**src/rtl/utf8_sanitizer_top_macros.svh**
```systemverilog
// Assertion macros shared by the UTF-8 sanitizer modules.
`ifndef UTF8_SANITIZER_TOP_MACROS_SVH
`define UTF8_SANITIZER_TOP_MACROS_SVH

// Same-cycle implication, disabled while reset is held.
`define U8S_ASSERT_NOW(lbl, ante, cons, msg) \
  lbl: assert property (@(posedge clk) disable iff (!rst_n) (ante) |-> (cons)) else $error(msg);

// Next-cycle implication, disabled while reset is held.
`define U8S_ASSERT_NEXT(lbl, ante, cons, msg) \
  lbl: assert property (@(posedge clk) disable iff (!rst_n) (ante) |=> (cons)) else $error(msg);

`endif

```
**src/rtl/u8s_pkg.sv**
```systemverilog
// Shared types, constants and byte classifier for the UTF-8 sanitizer.
package u8s_pkg;

  localparam logic [7:0] QMARK      = 8'h3F;
  localparam int         GRP_MAX    = 4;
  localparam int         FIFO_DEPTH = 4;
  localparam int         FIFO_AW    = $clog2(FIFO_DEPTH);

  // Total length of the open sequence, none when zero
  localparam logic [2:0] LEN_NONE = 3'd0;
  localparam logic [2:0] LEN_2    = 3'd2;
  localparam logic [2:0] LEN_3    = 3'd3;
  localparam logic [2:0] LEN_4    = 3'd4;

  typedef enum logic [2:0] {
    CLS_ASCII,
    CLS_LEAD2,
    CLS_LEAD3,
    CLS_LEAD4,
    CLS_CONT,
    CLS_BAD
  } u8s_cls_t;

  // One group of result words caused by a single input word
  typedef struct packed {
    logic [GRP_MAX-1:0][7:0] bytes;
    logic [1:0]              cnt_m1;
    logic                    stream_end;
  } u8s_grp_t;

  function automatic u8s_cls_t u8s_classify(input logic [7:0] b);
    u8s_cls_t c;
    if (b[7] == 1'b0) begin
      c = CLS_ASCII;
    end else if (b[7:6] == 2'b10) begin
      c = CLS_CONT;
    end else if (b[7:5] == 3'b110) begin
      c = CLS_LEAD2;
    end else if (b[7:4] == 4'b1110) begin
      c = CLS_LEAD3;
    end else if (b[7:3] == 5'b11110) begin
      c = CLS_LEAD4;
    end else begin
      c = CLS_BAD;
    end
    return c;
  endfunction

endpackage

```
**src/rtl/u8s_front.sv**
```systemverilog
// Front end: accepts bytes, tracks the open sequence and builds result groups.
`include "utf8_sanitizer_top_macros.svh"

module u8s_front
  import u8s_pkg::*;
(
  input  logic     clk,
  input  logic     rst_n,
  input  logic     in_valid,
  output logic     in_ready,
  input  logic [7:0] in_byte,
  input  logic     in_last,
  output logic     push_valid,
  input  logic     push_ready,
  output u8s_grp_t push_data
);

  logic [7:0]      lead_r, lead_nxt;
  logic [1:0][7:0] cont_r, cont_nxt;
  logic [2:0]      exp_len_r, exp_len_nxt;
  logic [1:0]      hcnt_r, hcnt_nxt;

  u8s_cls_t                cls;
  logic                    opened;
  logic [1:0]              flush_n;
  logic [2:0]              n_c;
  logic [GRP_MAX-1:0][7:0] bytes_c;
  logic                    accept;

  assign in_ready = push_ready;
  assign accept   = in_valid && in_ready;

  // Classify the word and work out the group and next sequence state
  always_comb begin
    cls         = u8s_classify(in_byte);
    opened      = (exp_len_r != LEN_NONE);
    flush_n     = opened ? (hcnt_r + 2'd1) : 2'd0;
    bytes_c     = {GRP_MAX{QMARK}};
    n_c         = 3'd0;
    lead_nxt    = lead_r;
    cont_nxt    = cont_r;
    exp_len_nxt = exp_len_r;
    hcnt_nxt    = hcnt_r;
    if (opened && (cls == CLS_CONT)) begin
      if (({1'b0, hcnt_r} + 3'd2) >= exp_len_r) begin
        // sequence complete: release it whole
        bytes_c           = {GRP_MAX{in_byte}};
        bytes_c[0]        = lead_r;
        if (hcnt_r != 2'd0) begin
          bytes_c[1] = cont_r[0];
        end
        if (hcnt_r == 2'd2) begin
          bytes_c[2] = cont_r[1];
        end
        n_c         = {1'b0, hcnt_r} + 3'd2;
        exp_len_nxt = LEN_NONE;
        hcnt_nxt    = 2'd0;
      end else begin
        // hold the continuation word
        cont_nxt[hcnt_r[0]] = in_byte;
        hcnt_nxt            = hcnt_r + 2'd1;
        if (in_last) begin
          n_c = {1'b0, hcnt_r} + 3'd2;
        end
      end
    end else begin
      // drop any open sequence as question marks, then handle the word as ASCII, a lead or a bad word
      exp_len_nxt = LEN_NONE;
      hcnt_nxt    = 2'd0;
      unique case (cls)
        CLS_ASCII: begin
          bytes_c[flush_n] = in_byte;
          n_c              = {1'b0, flush_n} + 3'd1;
        end
        CLS_LEAD2, CLS_LEAD3, CLS_LEAD4: begin
          lead_nxt = in_byte;
          if (cls == CLS_LEAD2) begin
            exp_len_nxt = LEN_2;
          end else if (cls == CLS_LEAD3) begin
            exp_len_nxt = LEN_3;
          end else begin
            exp_len_nxt = LEN_4;
          end
          n_c = {1'b0, flush_n} + (in_last ? 3'd1 : 3'd0);
        end
        default: begin
          n_c = {1'b0, flush_n} + 3'd1;
        end
      endcase
    end
    // end of stream closes whatever is still open
    if (in_last) begin
      exp_len_nxt = LEN_NONE;
      hcnt_nxt    = 2'd0;
    end
  end

  assign push_valid           = in_valid && (n_c != 3'd0);
  assign push_data.bytes      = bytes_c;
  assign push_data.cnt_m1     = 2'(n_c - 3'd1);
  assign push_data.stream_end = in_last;

  // Advance sequence control state on each accepted word
  always_ff @(posedge clk) begin
    if (!rst_n) begin
      exp_len_r <= LEN_NONE;
      hcnt_r    <= 2'd0;
    end else if (accept) begin
      exp_len_r <= exp_len_nxt;
      hcnt_r    <= hcnt_nxt;
    end
  end

  // Hold lead and continuation words
  always_ff @(posedge clk) begin
    if (accept) begin
      lead_r <= lead_nxt;
      cont_r <= cont_nxt;
    end
  end

  `U8S_ASSERT_NOW(a_len_legal, 1'b1,
    (exp_len_r == LEN_NONE) || (exp_len_r == LEN_2) || (exp_len_r == LEN_3) ||
    (exp_len_r == LEN_4), "open length out of range")
  `U8S_ASSERT_NOW(a_hcnt_bound, exp_len_r != LEN_NONE,
    ({1'b0, hcnt_r} + 3'd2) <= exp_len_r, "held count reached the full length")

endmodule

```
**src/rtl/u8s_fifo.sv**
```systemverilog
// Short group queue between the front end and the serialiser.
`include "utf8_sanitizer_top_macros.svh"

module u8s_fifo
  import u8s_pkg::*;
(
  input  logic     clk,
  input  logic     rst_n,
  input  logic     push_valid,
  output logic     push_ready,
  input  u8s_grp_t push_data,
  output logic     pop_valid,
  input  logic     pop_ready,
  output u8s_grp_t pop_data
);

  u8s_grp_t           mem_r [FIFO_DEPTH];
  logic [FIFO_AW-1:0] wptr_r, rptr_r;
  logic [FIFO_AW:0]   cnt_r;
  logic               push, pop;

  assign push_ready = (cnt_r != (FIFO_AW+1)'(FIFO_DEPTH));
  assign pop_valid  = (cnt_r != '0);
  assign push       = push_valid && push_ready;
  assign pop        = pop_valid && pop_ready;
  assign pop_data   = mem_r[rptr_r];

  // Advance pointers and occupancy
  always_ff @(posedge clk) begin
    if (!rst_n) begin
      wptr_r <= '0;
      rptr_r <= '0;
      cnt_r  <= '0;
    end else begin
      if (push) begin
        wptr_r <= wptr_r + FIFO_AW'(1);
      end
      if (pop) begin
        rptr_r <= rptr_r + FIFO_AW'(1);
      end
      if (push && !pop) begin
        cnt_r <= cnt_r + (FIFO_AW+1)'(1);
      end else if (pop && !push) begin
        cnt_r <= cnt_r - (FIFO_AW+1)'(1);
      end
    end
  end

  // Store the incoming group
  always_ff @(posedge clk) begin
    if (push) begin
      mem_r[wptr_r] <= push_data;
    end
  end

  `U8S_ASSERT_NOW(a_cnt_bound, 1'b1, cnt_r <= (FIFO_AW+1)'(FIFO_DEPTH),
    "queue occupancy above depth")
  `U8S_ASSERT_NEXT(a_cnt_up, push && !pop, cnt_r == $past(cnt_r) + (FIFO_AW+1)'(1),
    "occupancy did not rise on push")
  `U8S_ASSERT_NEXT(a_cnt_down, pop && !push, cnt_r == $past(cnt_r) - (FIFO_AW+1)'(1),
    "occupancy did not fall on pop")

endmodule

```
**src/rtl/u8s_back.sv**
```systemverilog
// Back end: serialises each result group into single output words.
`include "utf8_sanitizer_top_macros.svh"

module u8s_back
  import u8s_pkg::*;
(
  input  logic       clk,
  input  logic       rst_n,
  input  logic       pop_valid,
  output logic       pop_ready,
  input  u8s_grp_t   pop_data,
  output logic       out_valid,
  input  logic       out_ready,
  output logic [7:0] out_byte,
  output logic       out_run_last,
  output logic       out_stream_end
);

  u8s_grp_t   cur_r;
  logic       cur_vld_r;
  logic [1:0] idx_r;
  logic       grp_done;

  assign grp_done       = (idx_r == cur_r.cnt_m1);
  assign out_valid      = cur_vld_r;
  assign out_byte       = cur_r.bytes[idx_r];
  assign out_run_last   = grp_done;
  assign out_stream_end = grp_done && cur_r.stream_end;
  assign pop_ready      = !cur_vld_r || (out_ready && grp_done);

  // Step through the current group, load the next one as it drains
  always_ff @(posedge clk) begin
    if (!rst_n) begin
      cur_vld_r <= 1'b0;
      idx_r     <= 2'd0;
    end else if (pop_valid && pop_ready) begin
      cur_vld_r <= 1'b1;
      idx_r     <= 2'd0;
    end else if (cur_vld_r && out_ready) begin
      if (grp_done) begin
        cur_vld_r <= 1'b0;
        idx_r     <= 2'd0;
      end else begin
        idx_r <= idx_r + 2'd1;
      end
    end
  end

  // Hold the group payload
  always_ff @(posedge clk) begin
    if (pop_valid && pop_ready) begin
      cur_r <= pop_data;
    end
  end

  `U8S_ASSERT_NOW(a_idx_bound, cur_vld_r, idx_r <= cur_r.cnt_m1,
    "word index past end of group")

endmodule

```
**src/rtl/utf8_sanitizer_top.sv**
```systemverilog
// Top level of the UTF-8 sanitizer: front end, group queue and serialiser.
//
//   channel | ports                                        | direction
//   --------+----------------------------------------------+----------
//   input   | in_valid in_ready in_byte in_last            | in
//   result  | out_valid out_ready out_byte out_run_last    | out
//           | out_stream_end                               |
//
// A word is accepted in the cycle it arrives while the group queue has room;
// its zero to four results leave the serialiser one per cycle while out_ready
// is high. Sustained rate is then one input word per cycle while each word
// yields at most one result, or one result word per cycle set by the serialiser.
// Reset is synchronous and clears the open sequence, queue and serialiser.
// A stalled result side fills the four-entry queue and then drops in_ready.
module utf8_sanitizer_top
  import u8s_pkg::*;
(
  input  logic       clk,
  input  logic       rst_n,
  input  logic       in_valid,
  output logic       in_ready,
  input  logic [7:0] in_byte,
  input  logic       in_last,
  output logic       out_valid,
  input  logic       out_ready,
  output logic [7:0] out_byte,
  output logic       out_run_last,
  output logic       out_stream_end
);

  logic     push_valid, push_ready;
  logic     pop_valid, pop_ready;
  u8s_grp_t push_data, pop_data;

  u8s_front u_front (
    .clk        (clk),
    .rst_n      (rst_n),
    .in_valid   (in_valid),
    .in_ready   (in_ready),
    .in_byte    (in_byte),
    .in_last    (in_last),
    .push_valid (push_valid),
    .push_ready (push_ready),
    .push_data  (push_data)
  );

  u8s_fifo u_fifo (
    .clk        (clk),
    .rst_n      (rst_n),
    .push_valid (push_valid),
    .push_ready (push_ready),
    .push_data  (push_data),
    .pop_valid  (pop_valid),
    .pop_ready  (pop_ready),
    .pop_data   (pop_data)
  );

  u8s_back u_back (
    .clk            (clk),
    .rst_n          (rst_n),
    .pop_valid      (pop_valid),
    .pop_ready      (pop_ready),
    .pop_data       (pop_data),
    .out_valid      (out_valid),
    .out_ready      (out_ready),
    .out_byte       (out_byte),
    .out_run_last   (out_run_last),
    .out_stream_end (out_stream_end)
  );

endmodule
```
**config.mk**
```make
export PLATFORM = sky130hd
export DESIGN_NAME = utf8_sanitizer_top
export DESIGN_NICKNAME = d
export VERILOG_FILES = /design/src/rtl/u8s_pkg.sv /design/src/rtl/u8s_front.sv /design/src/rtl/u8s_fifo.sv /design/src/rtl/u8s_back.sv /design/src/rtl/utf8_sanitizer_top.sv
export VERILOG_INCLUDE_DIRS = /design/src /design/src/rtl
export SDC_FILE = /design/constraint.sdc
export NUM_CORES = 1
export LEC_CHECK = 0
export ABC_AREA = 1
export ABC_CLOCK_PERIOD_IN_PS = 8600
export BUFFER_PORTS_ARGS = -buffer_cell sky130_fd_sc_hd__buf_2
export CORE_MARGIN = 2
export CORE_UTILIZATION = 42
export CTS_CLUSTER_SIZE = 30
export DETAILED_ROUTE_END_ITERATION = 16
export PLACE_DENSITY = 0.65
export RECOVER_POWER = 25
export SLEW_MARGIN = 20
export SYNTH_ARGS = -nofsm -noshare
export SYNTH_HDL_FRONTEND = slang
export SYNTH_SLANG_ARGS = --single-unit
export TNS_END_PERCENT = 20
```
**constraint.sdc**
```tcl
create_clock -name clk -period 8.6 [get_ports clk]
set_input_delay 1.29 -clock clk [delete_from_list [all_inputs] [get_ports clk]]
set_output_delay 1.29 -clock clk [all_outputs]
set_load 0.03 [all_outputs]
```
==> results of run 1 <==
## through the flow
step                instances  hold slack (ns)  cell area [sq um]   util
floorplan                 696            0.452               8640      -
global placement          962            0.466               9030  0.446
detailed placement        962            0.477               9030  0.446
CTS                       999            0.487               9740  0.481
global route             1003            0.535               9810  0.485
finish                   1003            0.492               9810  0.485
## synthesized netlist by cell type, types with 2 or more instances
cell	count	area (sq um)
nand4_1	3	18.8
inv_1	42	158
buf_2	5	25.0
nand2_1	43	161
ha_1	13	163
xor2_1	2	17.5
a21oi_1	22	110
o21ai_1	4	20.0
clkbuf_1	25	93.8
dfxtp_1	15	300
nand3_1	10	50.1
edfxtp_1	199	5980
nor4_1	2	12.5
nor2_1	118	443
a22oi_1	2	15.0
nand2_2	2	12.5
xnor2_1	2	17.5
o21ai_0	105	526
o22ai_1	45	282
a31oi_1	6	37.5
a211oi_1	2	15.0
mux2i_1	2	20.0
nor3_1	16	80.1
## worst max path at each step
stage                     startpoint                   to  slack, ns  cells past startpoint
finish              u_fifo.rptr_r[0]     u_back.cur_r[28]       3.64                      5
global route        u_fifo.rptr_r[0]     u_back.cur_r[34]       3.09                      5
CTS                       in_byte[7]      u_fifo.cnt_r[1]       4.36                     19
detailed placement        in_byte[7]      u_fifo.cnt_r[1]       3.83                     18
global placement          in_byte[7]  u_fifo.mem_r[2][29]       3.93                     14
floorplan                 in_byte[3]   u_fifo.mem_r[0][0]       3.95                     12
## registers in the layout, summed over array words and instances (netlist names), 3 cells and up
signal / flops
u_fifo.mem_r: 140
u_back.cur_r: 35
u_front.cont_r: 16
u_front.lead_r: 8
u_fifo.cnt_r: 3
u_front.exp_len_r: 3
## cell type report
cell class              instances  area (sq um)
clock inverters                12           123
inverters                      44           165
flip-flops and latches        214          6280
clock buffers                  25           583
repair buffers                 33           230
fillers                      1684         10400
well taps                     270           338
multi-input cells             405          2090
## power groups by stage
| stage | combinational [W] | sequential [W] | clock (W) |
|---|---|---|---|
| floorplan | 0.000503 | 0.00142 | 0 |
| global placement | 0.000702 | 0.00143 | 0 |
| detailed placement | 0.000731 | 0.00143 | 0 |
| CTS | 0.000733 | 0.00141 | 0.000935 |
| global route | 0.000833 | 0.00143 | 0.000981 |
| finish | 0.000743 | 0.00141 | 0.000917 |
## critical path, delay by kind of cell (launching register included)
kind	cells	cell delay, ns
AOI/OAI and AO/OA	2	0.80
buffers and inverters	3	3.51
DFF	1	0.32
## logic make-up (layout without fill, tap and decap cells)
kind of cell,count (synthesis),in the layout,share of synthesized area
simple gates,196,196,0.0915
fa+ha+maj,14,14,0.0211
buf+inv,77,114,0.0355
flops,214,214,0.726
xor+xnor,4,4,0.00406
compound gates,189,189,0.119
mux,2,2,0.00232
## routing by layer
layer,wire (microns),up-vias,track usage
met4,227,0,0.0375
met5,0,-,0
li1,-,2580,-
met1,8080,2553,0.243
met2,8260,181,0.258
met3,1120,18,0.0278
==> flow_metrics.env, run 1 <==
export IMPL_rsz0062_at_grt="false"
export IMPL_dp_slack_ns=3.83
export IMPL_critPathRequiredTime_ns=8.81
export IMPL_ys_async_sr_fraction=0
export IMPL_p_seq_frac=0.460
export IMPL_critPathKind="flop to flop"
export IMPL_crit_chain="clkbuf_1 -> clkinv_1 -> clkbuf_1 -> o21ai_0 -> o22ai_1"
export IMPL_syn_area_per_cell_sq_um=12.4
export IMPL_arrival_ns=5.17
export IMPL_vias_per_cell=5.32
export IMPL_ctsResizeCount=0
export IMPL_cts_max_level=1
export IMPL_postCtsSetupRepairBufs=0
export IMPL_fp_coreArea_sq_um=20200
export IMPL_dp_hpwl_microns=11300
export IMPL_crit_fanout=73
export IMPL_cts_hold_buf=0
export IMPL_fin_skew_ns=0.00689
export IMPL_hold_violations=0
export IMPL_grt_pass1_vias=5046
export IMPL_reg2reg_to="u_back.cur_r[28]"
export IMPL_status="finished with violations"
export IMPL_layout_commonest_cell="edfxtp_1"
export IMPL_tightest_slew_ns=3.03
export IMPL_finalMaxSlewViolations=183
export IMPL_r2r_start="u_fifo.rptr_r[0]"
export IMPL_ys_seq_area_frac=0.726
export IMPL_drtPass1Iterations=5
export IMPL_worst_path_largest_cell_delay_ns=2.11
export IMPL_wl_per_cell_microns=17.6
export IMPL_vias=5332
export IMPL_power_leakage_nw=3.22
export IMPL_setup_viol=0
export IMPL_place_congestion=0.835
export IMPL_hold_end="u_fifo.cnt_r[2]"
export IMPL_end_kind="flop"
export IMPL_cts_root_buf="clkbuf_16"
export IMPL_synth_edf_count=199
export IMPL_final_cell_mix="199 x edfxtp_1, 114 x nor2_1, 107 x o21ai_0"
export IMPL_hold_path_class="flop to flop"
export IMPL_clkPwrFrac=0.299
export IMPL_drt_iter0_markers=535
export IMPL_syn_nets=723
export IMPL_r2r_cells=5
export IMPL_yosysWarnings=0
export IMPL_powerDensity_nw_per_um2=313
export IMPL_ff2ff_setup_slack_ns=3.64
export IMPL_switchingPower_w=0.000963
export IMPL_vdd_ir_drop_worst_mv=0.188
export IMPL_p_int_w=0.00211
export IMPL_area_growth_pct=13.5
export IMPL_finalCritPeriodShare=0.576
export IMPL_failed_checks="max-capacitance violations, max-slew violations"
export IMPL_grt_start_max_net_pins=74
export IMPL_syn_inst=696
export IMPL_fin_tns_setup_ns=0
export IMPL_clk_pin_slew_ns=0.06
export IMPL_post_route_min_period_ns=4.96
export IMPL_grt_overflow_total=0
export IMPL_start_util=0.427
export IMPL_clock_sinks=214
export IMPL_n_antenna_cell=0
export IMPL_hold_start="u_fifo.cnt_r[2]"
export IMPL_drive_above_1_share=0.0846
export IMPL_cts_buffer_depth=3
export IMPL_cp_slowest_cell="clkbuf_1"
export IMPL_final_nets=747
export IMPL_cts_made_buffers=22
export IMPL_pwr_share_comb=0.242
export IMPL_netlist_area_sq_um=8640
export IMPL_max_freq_mhz=202
export IMPL_grt_pass1_wl_microns=27700
export IMPL_drcViolationCount=0
export IMPL_placement_io_buffers=24
export IMPL_clk_latency_ns=0.50
export IMPL_grt_antenna_before_repair=0
export IMPL_fp_dieArea_sq_um=21700
export IMPL_max_slew_margin=-1.02
export IMPL_cts_tree="built"
export IMPL_synth_seq_cells=214
export IMPL_maxCapViolations=3
export IMPL_cpMostUsedCell="clkbuf_1"
export IMPL_grtUsageTotal=0.164
export IMPL_power_total_w=0.00307
export IMPL_synth_ff_type="edfxtp_1"
export IMPL_ios=25
export IMPL_cp_start_kind="flop"
export IMPL_antenna_left=0
export IMPL_rows=52
export IMPL_swShare=0.314
export IMPL_die_w_microns=147
export IMPL_synth_cell_types=34
export IMPL_die_h_microns=147
export IMPL_holdPathStages=2
export IMPL_fin_ws_ns=3.64
export IMPL_drt_wl_total_microns=17700
No activity file was read; power rests on OpenSTA's default activity.
==> run 2: changes to the inputs <==
- ABC_AREA: 1 -> 0
- ABC_CLOCK_PERIOD_IN_PS: 8600 -> 4690
- PLACE_DENSITY: 0.65 -> 0.66
- clock period: 8.6 -> 4.69 ns (I/O delays scaled with it)
==> run 2 against run 1 <==
The run still ends with max-capacitance violations, max-slew violations left. Clock power increased by 82%. Via count decreased by 24%. Routed wire length decreased by 14%. Cell area decreased by 2.7%. Fmax increased by 42%. Combinational power increased by 27%. Power increased by 67%. Count of clock-buffer cells in the layout increased by 2. Sequential share of layout area increased by 1.8 points. Non-clock buffer count increased by 1. Die area decreased by 2.6%. Final cell count decreased by 25%. Highest routed layer unchanged.
==> flow_metrics.env, run 2 <==
export IMPL_status="finished with violations"
export IMPL_failed_checks="max-capacitance violations, max-slew violations"
export IMPL_final_util=0.487
export IMPL_cts_made_buffers=22
export IMPL_fp_dieArea_sq_um=21200
export IMPL_switchingPower_w=0.00132
export IMPL_synth_top_cell_by_area="edfxtp_1"
export IMPL_clk_latency_ns=0.50
export IMPL_dpl_cell_area_sq_um=8870
export IMPL_synth_xor_area_frac=0.00625
export IMPL_pwr_share_comb=0.184
export IMPL_synth_seq_cells=214
export IMPL_grt_start_max_net_pins=39
export IMPL_p_int_w=0.00382
export IMPL_syn_nets=457
export IMPL_setup_viol=0
export IMPL_fin_tns_setup_ns=0
export IMPL_reg_largest_list="u_fifo.mem_r (140), u_back.cur_r (35), u_front.cont_r (16)"
export IMPL_clk_pin_slew_ns=0.06
export IMPL_power_leakage_nw=3.04
export IMPL_vias=4060
export IMPL_crit_fanout=7
export IMPL_max_slew_margin=-0.122
export IMPL_cp_slowest_cell="dfxtp_1"
export IMPL_die_h_microns=146
export IMPL_worst_path_largest_cell_delay_ns=0.41
export IMPL_seqCellArea_sq_um=6280
export IMPL_die_w_microns=146
export IMPL_clock_sinks=214
export IMPL_synth_most_common_cell="edfxtp_1"
export IMPL_cts_tree="built"
export IMPL_grt_overflow_total=0
export IMPL_ios=25
export IMPL_synthSimpleGateAreaFrac=0.0468
export IMPL_synth_top_cell_area_share=0.710
export IMPL_fp_coreArea_sq_um=19600
export IMPL_top_usage_layer="met2"
export IMPL_powerDensity_nw_per_um2=538
export IMPL_swShare=0.257
export IMPL_drive_above_1_share=0.224
export IMPL_synth_top_family_by_area="multiplexers"
export IMPL_cts_hold_buf=0
export IMPL_muxShareOfSynthArea=0.121
export IMPL_whs_ns=0.483
export IMPL_ys_async_sr_fraction=0
export IMPL_postCtsSetupRepairBufs=0
export IMPL_drt_iter0_markers=376
export IMPL_grtUsageMet2=0.264
export IMPL_fin_skew_ns=0.0105
export IMPL_place_congestion=0.782
export IMPL_layout_commonest_cell="edfxtp_1"
export IMPL_n_antenna_cell=0
export IMPL_max_freq_mhz=286
export IMPL_clkPwrFrac=0.325
export IMPL_post_route_min_period_ns=3.49
export IMPL_synth_fa_ha_area_frac=0.0217
export IMPL_rows=51
export IMPL_arrival_ns=3.91
export IMPL_cts_buffer_depth=3
export IMPL_ff2ff_setup_slack_ns=1.20
export IMPL_cts_max_level=1
export IMPL_grt_use_met1=0.190
export IMPL_finalCritPeriodShare=0.745
export IMPL_synthTopCellsByCount="199 x edfxtp_1, 43 x mux4_2, 15 x dfxtp_1"
export IMPL_vdd_ir_drop_worst_mv=0.277
export IMPL_synth_compound_area_frac=0.0430
export IMPL_syn_inst=430
export IMPL_final_nets=498
export IMPL_netlist_area_sq_um=8410
export IMPL_finalMaxSlewViolations=30
export IMPL_cpMostUsedCell="ha_1"
export IMPL_wl_per_cell_microns=20.3
export IMPL_final_cell_mix="199 x edfxtp_1, 43 x mux4_2, 23 x clkbuf_16"
export IMPL_synth_area_top_cells="edfxtp_1 71%, mux4_2 12%, dfxtp_1 3.6%"
export IMPL_placement_io_buffers=24
export IMPL_cts_root_buf="clkbuf_16"
export IMPL_critPathKind="flop to flop"
export IMPL_drtPass1Iterations=4
export IMPL_grt_pass1_wl_microns=24600
export IMPL_start_util=0.430
export IMPL_tightest_slew_ns=1.68
export IMPL_end_kind="flop"
export IMPL_hold_path_class="primary input to flop"
export IMPL_ctsResizeCount=0
export IMPL_grt_antenna_before_repair=0
export IMPL_crit_chain="inv_1 -> ha_1 -> nor2b_1 -> o211ai_1 -> and3_1 -> a21oi_1 -> ha_1 -> a21boi_2 -> o21ai_2 -> ha_1 -> inv_1 -> fa_1 -> xor2_1 -> or3_1 -> a21oi_1"
export IMPL_hold_violations=0
export IMPL_regMostFlops="u_fifo.mem_r"
export IMPL_cp_start_kind="flop"
export IMPL_rsz0062_at_grt="false"
export IMPL_drcViolationCount=0
export IMPL_yosysWarnings=0
export IMPL_multiInputGateArea_sq_um=2000
export IMPL_synth_edf_count=199
export IMPL_dp_hpwl_microns=9120
export IMPL_synth_ff_type="edfxtp_1"
export IMPL_antenna_left=0
export IMPL_grt_pass1_vias=4372
export IMPL_grtUsageTotal=0.149
export IMPL_syn_area_per_cell_sq_um=19.6
export IMPL_ys_seq_area_frac=0.746
export IMPL_nFillCells=1624
export IMPL_met3_usage=0.0235
export IMPL_largest_reg_flops=140
export IMPL_area_growth_pct=13.4
export IMPL_drt_wl_total_microns=15200
export IMPL_power_total_w=0.00514
export IMPL_p_seq_frac=0.491
export IMPL_critPathRequiredTime_ns=5.11
export IMPL_synth_cell_types=49
export IMPL_vias_per_cell=5.41
export IMPL_final_area_sq_um=9540
export IMPL_maxCapViolations=2
[run 2: changes by cell type after synthesis, moves of 13 or more]
cell	previous run	this run
nor2_1	118	11
o21ai_0	105	5
o22ai_1	45	0
mux4_2	0	43
nand2_1	43	12
inv_1	42	13
clkbuf_1	25	9
a21oi_1	22	9
nor3_1	16	3
o22a_1	0	13
[run 2: area by class of cell]
class,instances,area share
flip-flops and latches,214,0.658
multi-input cells,184,0.210
clock buffers,27,0.0619
well taps,265,0.0347
repair buffers,34,0.0180
clock inverters,12,0.0117
inverters,15,0.00590
[run 2: logic make-up after synthesis]
kind of cell	count (synthesis)
XOR/XNOR	6
buffers and inverters	32
AND/OR/NAND/NOR	69
adder cells (fa/ha/maj)	14
flip-flops	214
AO/OA/AOI/OAI	47
multiplexers	48
[run 2: routing by layer]
layer | wire length (microns) | share of wire
met3 | 740 | 0.049
met5 | 0 | 0
met2 | 7890 | 0.52
met4 | 234 | 0.015
met1 | 6350 | 0.42
[run 2: worst max-delay path, delay by kind of cell (launching register included)]
| kind | cells | cell delay [ns] |
|---|---|---|
| and+or+nand+nor | 3 | 0.55 |
| xor gates and xnor gates | 1 | 0.17 |
| DFF | 1 | 0.41 |
| buffers and inverters | 2 | 0.21 |
| adders and majority gates | 4 | 1.15 |
| AOI/OAI and AO/OA | 5 | 0.92 |
[run 2: per-stage QoR]
stage	setup WS (ns)	std cells
floorplan	1.30	430
global placement	1.15	712
detailed placement	1.03	712
CTS	1.18	751
global route	0.879	751
finish	1.20	751
[run 2: power by group through the flow]
stage	registers, W	logic [W]	clock network, W
finish	0.00252	0.000944	0.00167
global route	0.00255	0.00104	0.00179
CTS	0.00253	0.000973	0.00171
detailed placement	0.00257	0.000971	0
global placement	0.00255	0.000954	0
floorplan	0.00252	0.000739	0
[run 2: final timing paths]
path / startpoint / end / depth (start not counted)
max reg2reg: u_front.hcnt_r[0] / u_fifo.cnt_r[2] / 15
min reg2reg: u_fifo.cnt_r[2] / u_fifo.cnt_r[2] / 2
max: u_front.hcnt_r[0] / u_fifo.cnt_r[2] / 15
min: in_valid / u_front.hcnt_r[1] / 3
==> run 3: changes to the inputs <==
- ABC_CLOCK_PERIOD_IN_PS: 4690 -> 3000
- PLACE_DENSITY: 0.66 -> 0.68
- clock period: 4.69 -> 3 ns (I/O delays scaled with it)
==> run 3 against run 2 <==
The run now ends clean. Sequential power grew 57%. Sequential cell count is the same. Worst setup slack lost 1.2 ns. Non-clock buffer count grew 28. Critical path depth is the same. Clock skew grew 0.0046 ns. Fmax grew 18%. Die area is the same. Final cell count grew 3.7%. Global-route usage grew 0.35 points. Via count grew 3.8%. Clock power grew 50%. Critical endpoint unchanged. Largest power group unchanged.
==> flow_metrics.env, run 3 (same netlist as run 2, synthesis figures left out) <==
export IMPL_hold_path_class="primary input to flop"
export IMPL_seqCellArea_sq_um=6280
export IMPL_grt_pass1_wl_microns=25300
export IMPL_top_usage_layer="met2"
export IMPL_ios=25
export IMPL_start_util=0.430
export IMPL_rows=51
export IMPL_grtUsageTotal=0.153
export IMPL_end_kind="flop"
export IMPL_placement_io_buffers=24
export IMPL_cp_start_kind="flop"
export IMPL_critPathLaunch="u_front.hcnt_r[0]"
export IMPL_hold_violations=0
export IMPL_antenna_left=0
export IMPL_drt_iter0_markers=353
export IMPL_critPathRequiredTime_ns=3.43
export IMPL_clk_pin_slew_ns=0.06
export IMPL_fin_skew_ns=0.0151
export IMPL_n_antenna_cell=0
export IMPL_fp_coreArea_sq_um=19600
export IMPL_powerDensity_nw_per_um2=822
export IMPL_final_nets=526
export IMPL_power_total_w=0.00809
export IMPL_reg_largest_list="u_fifo.mem_r (140), u_back.cur_r (35), u_front.cont_r (16)"
export IMPL_post_route_min_period_ns=2.97
export IMPL_cp_depth=15
export IMPL_setup_viol=0
export IMPL_grt_antenna_before_repair=0
export IMPL_cts_buffer_depth=3
export IMPL_layout_commonest_cell="edfxtp_1"
export IMPL_status="finished clean"
export IMPL_maxCapViolations=0
export IMPL_drcViolationCount=0
export IMPL_fin_ws_ns=0.0288
export IMPL_vias_per_cell=5.41
export IMPL_max_slew_margin=0.439
export IMPL_holdPathStages=3
export IMPL_largest_reg_flops=140
export IMPL_vias=4215
export IMPL_grt_overflow_total=0
export IMPL_endpoint="u_fifo.cnt_r[2]"
export IMPL_crit_fanout=4
export IMPL_reg2reg_to="u_fifo.cnt_r[2]"
export IMPL_r2r_cells=15
export IMPL_cp_buffers_inverters=2
export IMPL_dp_hpwl_microns=9480
export IMPL_finalCritPeriodShare=0.990
export IMPL_cts_max_level=1
export IMPL_fp_dieArea_sq_um=21200
export IMPL_grt_start_max_net_pins=39
export IMPL_cp_slowest_cell="dfxtp_2"
export IMPL_drt_wl_total_microns=16200
export IMPL_clock_sinks=214
export IMPL_r2r_start="u_front.hcnt_r[0]"
export IMPL_cpMostUsedCell="ha_1"
export IMPL_worst_path_largest_cell_delay_ns=0.34
export IMPL_regMostFlops="u_fifo.mem_r"
export IMPL_cts_hold_buf=0
export IMPL_arrival_ns=3.40
export IMPL_vdd_ir_drop_worst_mv=0.406
export IMPL_place_congestion=0.866
export IMPL_cts_made_buffers=22
export IMPL_drtPass1Iterations=4
export IMPL_grtUsageMet2=0.273
export IMPL_cts_root_buf="clkbuf_16"
export IMPL_power_leakage_nw=3.19
export IMPL_final_cell_mix="199 x edfxtp_1, 43 x mux4_2, 26 x buf_4"
export IMPL_finalMaxSlewViolations=0
export IMPL_critPathKind="flop to flop"
export IMPL_area_growth_pct=16.9
export IMPL_grt_use_met1=0.194
export IMPL_nFillCells=1590
export IMPL_wl_per_cell_microns=20.8
export IMPL_die_w_microns=146
export IMPL_tightest_slew_ns=0.842
export IMPL_die_h_microns=146
export IMPL_crit_chain="inv_2 -> ha_1 -> nor2b_2 -> o211ai_1 -> and3_1 -> a21oi_2 -> ha_1 -> a21boi_2 -> o21ai_2 -> ha_2 -> inv_1 -> fa_2 -> xor2_1 -> or3_1 -> a21oi_1"
export IMPL_multiInputGateArea_sq_um=2030
export IMPL_met3_usage=0.0172
export IMPL_clk_latency_ns=0.50
export IMPL_cts_tree="built"
export IMPL_max_freq_mhz=337
export IMPL_grt_pass1_vias=4569
export IMPL_dp_slack_ns=-0.118
export IMPL_drive_above_1_share=0.302
export IMPL_critical_path_top_delay_family="adder cells"
export IMPL_ff2ff_setup_slack_ns=0.03
export IMPL_rsz0062_at_grt="true"
## run 3: changes by cell type in the layout (fill, tap and decap cells not counted), moves of 5 or more
| cell | previous run | this run |
|---|---|---|
| buf_4 | 7 | 26 |
| dfxtp_1 | 15 | 10 |
| dfxtp_2 | 0 | 5 |
| buf_12 | 0 | 5 |
## run 3: power by group
part / internal [W] / switching (W) / total, W
logic: 0.000714 / 0.000927 / 0.00164
registers: 0.00378 / 0.000164 / 0.00395
clock network: 0.00143 / 0.00108 / 0.00250
total: 0.00592 / 0.00217 / 0.00809
## run 3: per-layer routing
layer / share of wire / wire (microns)
met2: 0.51 / 8230
met1: 0.43 / 6950
met5: 0 / 0
met3: 0.038 / 614
met4: 0.027 / 435
## run 3: area by class of cell
class	instances	share of cell area
Sequential cell	214	0.639
Multi-Input combinational cell	184	0.206
Clock buffer	28	0.0614
Timing Repair Buffer	62	0.0481
Tap cell	265	0.0337
Clock inverter	11	0.00610
Inverter	15	0.00572
## run 3: timing repair
action                     in CTS  in global routing
resized for setup               6                  8
setup endpoints to repair       1                141
gates cloned                    0                  2
buffers inserted                4                  0
pin swaps                       6                  4
## run 3: worst register-to-register path: cells and delay by family, from the launching register on
kind / cells / cell delay, ns
adder cells (fa/ha/maj): 4 / 0.92
AO/OA/AOI/OAI: 5 / 0.70
AND/OR/NAND/NOR: 3 / 0.68
flip-flops: 1 / 0.34
XOR/XNOR: 1 / 0.16
buffers and inverters: 2 / 0.11
## run 3: stage by stage
step           hold WS [ns]  TNS (ns)  cell area [sq um]  utilization  instances
4_1_cts               0.201         0               9800        0.500        777
3_3_place_gp          0.478  -0.00926               9100        0.464        734
5_1_grt               0.247     -4.49               9840        0.502        779
3_5_place_dp          0.503    -0.118               9100        0.464        734
6_report              0.213         0               9840        0.502        779
2_1_floorplan         0.466    -19.38               8420            -        430
## run 3: worst min-delay path by stage
| stage | start | endpoint | slack, ns |
|---|---|---|---|
| after floorplan | u_fifo.cnt_r[2] | u_fifo.cnt_r[2] | 0.47 |
| after global placement | u_fifo.cnt_r[2] | u_fifo.cnt_r[2] | 0.48 |
| after detailed placement | u_fifo.wptr_r[0] | u_fifo.wptr_r[0] | 0.50 |
| after CTS | in_valid | u_front.hcnt_r[1] | 0.20 |
| after global routing | in_valid | u_front.hcnt_r[1] | 0.25 |
| final | in_valid | u_front.hcnt_r[1] | 0.21 |
